**src/sv/pscg_pkg.sv**
```systemverilog
// Shared types, constants and status codes for the per-channel sequence gap checker.
// No dependencies; imported by pscg_calc and per_channel_sequence_gap_checker.

package pscg_pkg;

    // Number of tracked origin channels (1 to 256).
    localparam int CHANNELS = 4;
    // Entry index width; one bit minimum so a single-entry store still has an address.
    localparam int CH_W     = (CHANNELS > 1) ? $clog2(CHANNELS) : 1;

    // Payload validity constants.
    localparam logic [23:0] MARKER_VALID = 24'hAA555A;
    localparam logic [3:0]  MIN_DLC      = 4'd8;
    localparam logic [8:0]  CHANNELS_9B  = 9'(CHANNELS);

    // Result status codes.
    typedef logic [2:0] t_status;
    localparam t_status ST_FIRST   = 3'd0;
    localparam t_status ST_INORDER = 3'd1;
    localparam t_status ST_GAP     = 3'd2;
    localparam t_status ST_REORDER = 3'd3;
    localparam t_status ST_INVALID = 3'd4;

    // One row of the per-origin state memory.
    typedef struct packed {
        logic [31:0] expected;
        logic [31:0] missing;
        logic [31:0] reorder;
    } t_row;

    // Frame fields held in the lookup stage.
    typedef struct packed {
        logic [7:0]  phys_channel;
        logic [3:0]  dlc;
        logic [7:0]  src_channel;
        logic [31:0] seq_number;
        logic [23:0] marker_bytes;
    } t_frame;

    // Classification result handed back to the pipeline.
    typedef struct packed {
        t_status     status;
        logic        payload_ok;
        logic [31:0] gap_size;
        t_row        row_new;
        logic [31:0] missing_total;
        logic [31:0] reorder_total;
    } t_calc;

endpackage

```
**src/sv/pscg_calc.sv**
```systemverilog
// Frame classification and per-origin state update for one frame.
// Depends on pscg_pkg; instantiated by per_channel_sequence_gap_checker.

module pscg_calc
    import pscg_pkg::*;
(
    input  t_frame i_frame,
    input  t_row   i_row,
    input  logic   i_seen,
    output t_calc  o_calc
);

    logic        payload_ok;
    t_row        row_eff;
    logic [31:0] gap_fwd;

    // Payload check: long enough, markers intact, origin tracked
    assign payload_ok = (i_frame.dlc >= MIN_DLC)
                     && (i_frame.marker_bytes == MARKER_VALID)
                     && ({1'b0, i_frame.src_channel} < CHANNELS_9B);

    // An entry never written reads as zero
    assign row_eff = i_seen ? i_row : '0;
    assign gap_fwd = i_frame.seq_number - row_eff.expected;

    // Sequence classification
    always_comb begin
        o_calc            = '0;
        o_calc.payload_ok = payload_ok;
        o_calc.row_new    = row_eff;
        if (!payload_ok) begin
            o_calc.status = ST_INVALID;
        end else begin
            if (!i_seen) begin
                o_calc.status           = ST_FIRST;
                o_calc.gap_size         = i_frame.seq_number;
                o_calc.row_new.missing  = row_eff.missing + i_frame.seq_number;
                o_calc.row_new.expected = i_frame.seq_number + 32'd1;
            end else if (i_frame.seq_number == row_eff.expected) begin
                o_calc.status           = ST_INORDER;
                o_calc.row_new.expected = row_eff.expected + 32'd1;
            end else if (i_frame.seq_number > row_eff.expected) begin
                o_calc.status           = ST_GAP;
                o_calc.gap_size         = gap_fwd;
                o_calc.row_new.missing  = row_eff.missing + gap_fwd;
                o_calc.row_new.expected = i_frame.seq_number + 32'd1;
            end else begin
                o_calc.status          = ST_REORDER;
                o_calc.row_new.reorder = row_eff.reorder + 32'd1;
            end
            o_calc.missing_total = o_calc.row_new.missing;
            o_calc.reorder_total = o_calc.row_new.reorder;
        end
    end

endmodule

```
**config.mk**
```make
export PLATFORM = sky130hd
export DESIGN_NAME = pscg_calc
export DESIGN_NICKNAME = d
export VERILOG_FILES = /design/src/sv/pscg_pkg.sv /design/src/sv/pscg_calc.sv
export SDC_FILE = /design/constraint.sdc
export NUM_CORES = 1
export LEC_CHECK = 0
export BUFFER_PORTS_ARGS = -buffer_cell sky130_fd_sc_hd__buf_2
export CORE_ASPECT_RATIO = 0.5
export CORE_MARGIN = 2
export CORE_UTILIZATION = 45
export DETAILED_ROUTE_END_ITERATION = 16
export PLACE_DENSITY_LB_ADDON = 0.08
export SYNTH_ARGS = -nofsm -noshare
export SYNTH_HDL_FRONTEND = slang
export SYNTH_SLANG_ARGS = --single-unit
```
**constraint.sdc**
```tcl
create_clock -name vclk -period 11.7
set_input_delay 1.755 -clock vclk [all_inputs]
set_output_delay 1.755 -clock vclk [all_outputs]
set_load 0.1 [all_outputs]
```
Word level (Yosys, flattened, before mapping). Index checks and enable logic that the tools add are counted.

Eq/ne operators: 2. $add $sub $neg: 6. Reductions and logical operators: 2. Muxes and demuxes: 13. $lt $le $gt $ge: 3.

Operators with widths (count): 96-bit 2-to-1 mux (3); 192-bit 2-to-1 mux (1); 32-bit 2-to-1 mux (4); 32-bit by 1-bit adder with 32-bit output, second input constant (3); 32-bit adder (2); 64-bit 2-to-1 mux (1); 32-bit equality test (1); 32-bit greater-than comparator (1); 32-bit subtractor (1); 24-bit equality test, second input constant (1); 3-bit 2-to-1 mux (3); 8-bit by 3-bit less-than comparator with 1-bit output, second input constant (1); 4-bit >= comparator, second input constant (1); 1-bit logical AND (2); 1-bit 2-to-1 mux (1).

Output and inout bits: 196. Register bits after elaboration: 0. Word-level logic and storage cells: 26.

Logic depth before layout (Yosys ltp).
Word-level depth: 7. Mapped depth: 31. Depth with buffers taken out: 24.

Worst setup path before layout. Ideal clock, no wire load.

Kind: input to output. Start: in i_seen. End: out o_calc[126] (netlist bit). Cell stages on the path: 28. Data arrival time: 10.939 ns. Slack: -0.994 ns. Cell sequence: clkbuf_1 clkbuf_1 clkbuf_1 clkbuf_1 clkbuf_1 clkbuf_1 clkbuf_1 clkbuf_1 nand2_1 ha_1 nand3_1 o21ba_2 o31ai_1 nand3_1 a21oi_1 xnor2_1 ha_1 inv_1 o21bai_1 a21oi_1 o21ai_0 o41ai_1 o41ai_2 a31oi_1 o21ai_0 or4b_1 o2111ai_1 o311ai_0.

RTL lines: start: declaration (RTL line pscg_calc.sv:9) `input logic i_seen,`; end: declaration (RTL line pscg_calc.sv:10) `output t_calc o_calc`.

==> out/metrics.yaml <==
power_and_ir_drop:
  p_sw_uw: 541.7
  swShare: 0.6680
  p_int_uw: 269.2
  p_clk_frac: 0
  p_seq_frac: 0
  power_density_nw_per_um2: 66.03
  combPwrFrac: 1.000
  peakVddDrop_uv: 42.78
  leakagePower_uw: 0.005963
hold_path:
  min_to: "o_calc[59]"
  hold_path.startpoint: "i_row[59]"
  hold_class: "in2out"
  holdPathStages: 4
critical_path:
  cp_num_buf_inv: 3
  crit_path_start: "i_seen"
  cp_top_family: "compound AO/OA/AOI/OAI gates"
  cp_cell_sequence: "buf_4 -> nand2_1 -> ha_1 -> nor2b_1 -> o21ba_2 -> o31ai_1 -> nand3_1 -> a21oi_1 -> xnor2_1 -> ha_1 -> inv_1 -> o21bai_1 -> a21oi_1 -> o21ai_0 -> o41ai_1 -> o41ai_2 -> a31oi_1 -> o21ai_0 -> xor2_1 -> nand2_1 -> xor2_1 -> a211oi_1 -> buf_2"
  cp.required_ns: 9.95
  worstSetupStartpointType: "input pin"
  cp_max_fo: 71
  slowest_stage: "o41ai_1"
  slowest_delay_ns: 0.75
  cp.arrival_ns: 8.26
  crit_type: "in2out"
  end_kind: "output pin"
drt:
  dr.pass1.iters: 7
  drc: 0
  ant_nets: 0
  first_iter_violations: 1340
  drt-total-wl_um: 44090
  vias: 13620
  avgViaCountPerCell: 6.088
  avgRoutedWirePerCell_um: 19.70
sta:
  tightestPinTransition_ns: 1.010
  fin_crit_ns: 10.01
  timing_hold_violations_final: 0
  slew_headroom: 0.3251
  setup_slack_ns: 1.686
  maxSlewViolCount: 0
  fmax_mhz: 99.86
  rsz0062_at_grt: "false"
  setup_tns_ns: 0
  finalCritPeriodShare: 0.8559
  hold_ws_ns: 4.035
  setup_viol: 0
die:
  start_util: 0.4657
  io_pins: 369
  die_y_um: 110.7
  die_w_um: 217.5
  rows: 38
  dieArea_um2: 24080
  core_um2: 22010
cts:
  holdBufCountCts: 0
  post_cts_buffers: 0
  ctsResizeCount: 0
finish:
  seq_cell_count: 0
  design_area_um2: 12280
  nClkBuffers: 0
  fill_cells: 2362
  layout-drive-gt1-share: 0.2123
  regArea_um2: 0
  syn_to_final_growth_pct: 19.78
  nNetsFinal: 2211
  multi_input_area_um2: 9801
  final_cells: 2238
yosys:
  ys_seq_area_frac: 0
  synthesis.area_um2: 10250
  avgSynthCellArea_um2: 6.236
  synth.distinct_cells: 81
  yosysWarnings: 0
  synth_cells: 1644
  synth_nets: 1917
global_route:
  first_global_vias: 12050
  antenna_found_initial: 3
  grt_max_degree: 72
  grt.total_usage: 0.3428
  grt_overflow: 0
  grt_pass1_wl_um: 67210
place:
  gp_congestion: 1.002
  io_buffers: 356
  hpwl_um: 35920
  place_ws_ns: 1.918
  postPlaceCellArea_um2: 12280
  placed_cells: 2236
outcome:
  status: "finished clean"
run:
  maxCapViolCount: 0
==> power by group through the flow <==
stage          clock [µW]  combinational [µW]  sequential, µW
2_1_floorplan           0                 602               0
3_3_place_gp            0                 793               0
3_5_place_dp            0                 793               0
4_1_cts                 0                 798               0
5_1_grt         0.0000229                 877               0
6_report        0.0000230                 811               0
==> cell families after synthesis <==
logic type | Yosys count | share of synthesized area
and+or+nand+nor | 712 | 0.3316
AOI/OAI and AO/OA | 509 | 0.3234
xor gates and xnor gates | 190 | 0.1678
buffers and inverters | 128 | 0.04808
adders and majority gates | 100 | 0.1242
muxes | 5 | 0.004882
==> cell usage after synthesis (12+ instances only) <==
| master | count | area, µm² |
|---|---|---|
| a22o_1 | 21 | 183.9 |
| o22ai_1 | 13 | 81.33 |
| o21ai_0 | 105 | 525.5 |
| a21oi_1 | 143 | 715.7 |
| inv_1 | 44 | 165.2 |
| and3_1 | 18 | 112.6 |
| nor2b_1 | 18 | 112.6 |
| xor2_1 | 87 | 762.0 |
| a21o_1 | 71 | 533.0 |
| a22oi_1 | 15 | 112.6 |
| clkbuf_1 | 70 | 262.8 |
| nand4_1 | 30 | 187.7 |
| or3_1 | 26 | 162.7 |
| a211oi_1 | 12 | 90.09 |
| nor2_1 | 187 | 701.9 |
| and2_1 | 32 | 200.2 |
| nand2_1 | 216 | 810.8 |
| nand3_1 | 81 | 405.4 |
| a31oi_1 | 18 | 112.6 |
| nor3_1 | 39 | 195.2 |
| o21a_1 | 12 | 90.09 |
| ha_1 | 97 | 1214 |
| xnor2_1 | 99 | 867.1 |
==> layout by cell type (no fill, tap or decap), types with 11 or more instances in the layout <==
cell,synthesis,final
a211oi_1,12,11
a21o_1,71,71
a21oi_1,143,143
a22o_1,21,21
a22oi_1,15,15
a31oi_1,18,18
and2_1,32,32
and3_1,18,18
buf_2,7,355
buf_4,1,21
ha_1,97,97
inv_1,44,42
nand2_1,216,216
nand3_1,81,81
nand4_1,30,30
nor2_1,187,185
nor2b_1,18,17
nor3_1,39,39
o21a_1,12,12
o21ai_0,105,105
o22ai_1,13,13
or3_1,26,25
xnor2_1,99,99
xor2_1,87,87
==> layout make-up <==
class	instances	area share
multi-input cells	1516	0.7981
repair buffers	376	0.1575
well taps	300	0.03057
inverters	44	0.01345
diodes	2	0.0004075
==> layer usage <==
metal  track usage  vias to the layer above  part of all wire
met1        0.4753                     6279              0.44
met5             0                        -           0.00041
met4       0.09817                        2             0.030
li1              -                     6602                 -
met3       0.02579                       77             0.082
met2        0.5665                      664              0.45
==> through the flow <==
step | utilization | total power, µW
5_1_grt | 0.5579 | 877.0
3_3_place_gp | 0.5576 | 793.2
3_5_place_dp | 0.5576 | 793.4
6_report | 0.5579 | 810.9
2_1_floorplan | - | 602.2
4_1_cts | 0.5576 | 797.6
==> how the worst max path moves through the flow <==
stage	cells after the start	end	slack (ns)
2_1_floorplan	28	o_calc[60]	0.006
3_3_place_gp	23	o_calc[54]	1.94
3_5_place_dp	23	o_calc[54]	1.92
4_1_cts	23	o_calc[54]	1.86
5_1_grt	22	o_calc[57]	1.24
6_report	23	o_calc[54]	1.69
(Power assumes the default switching activity.)
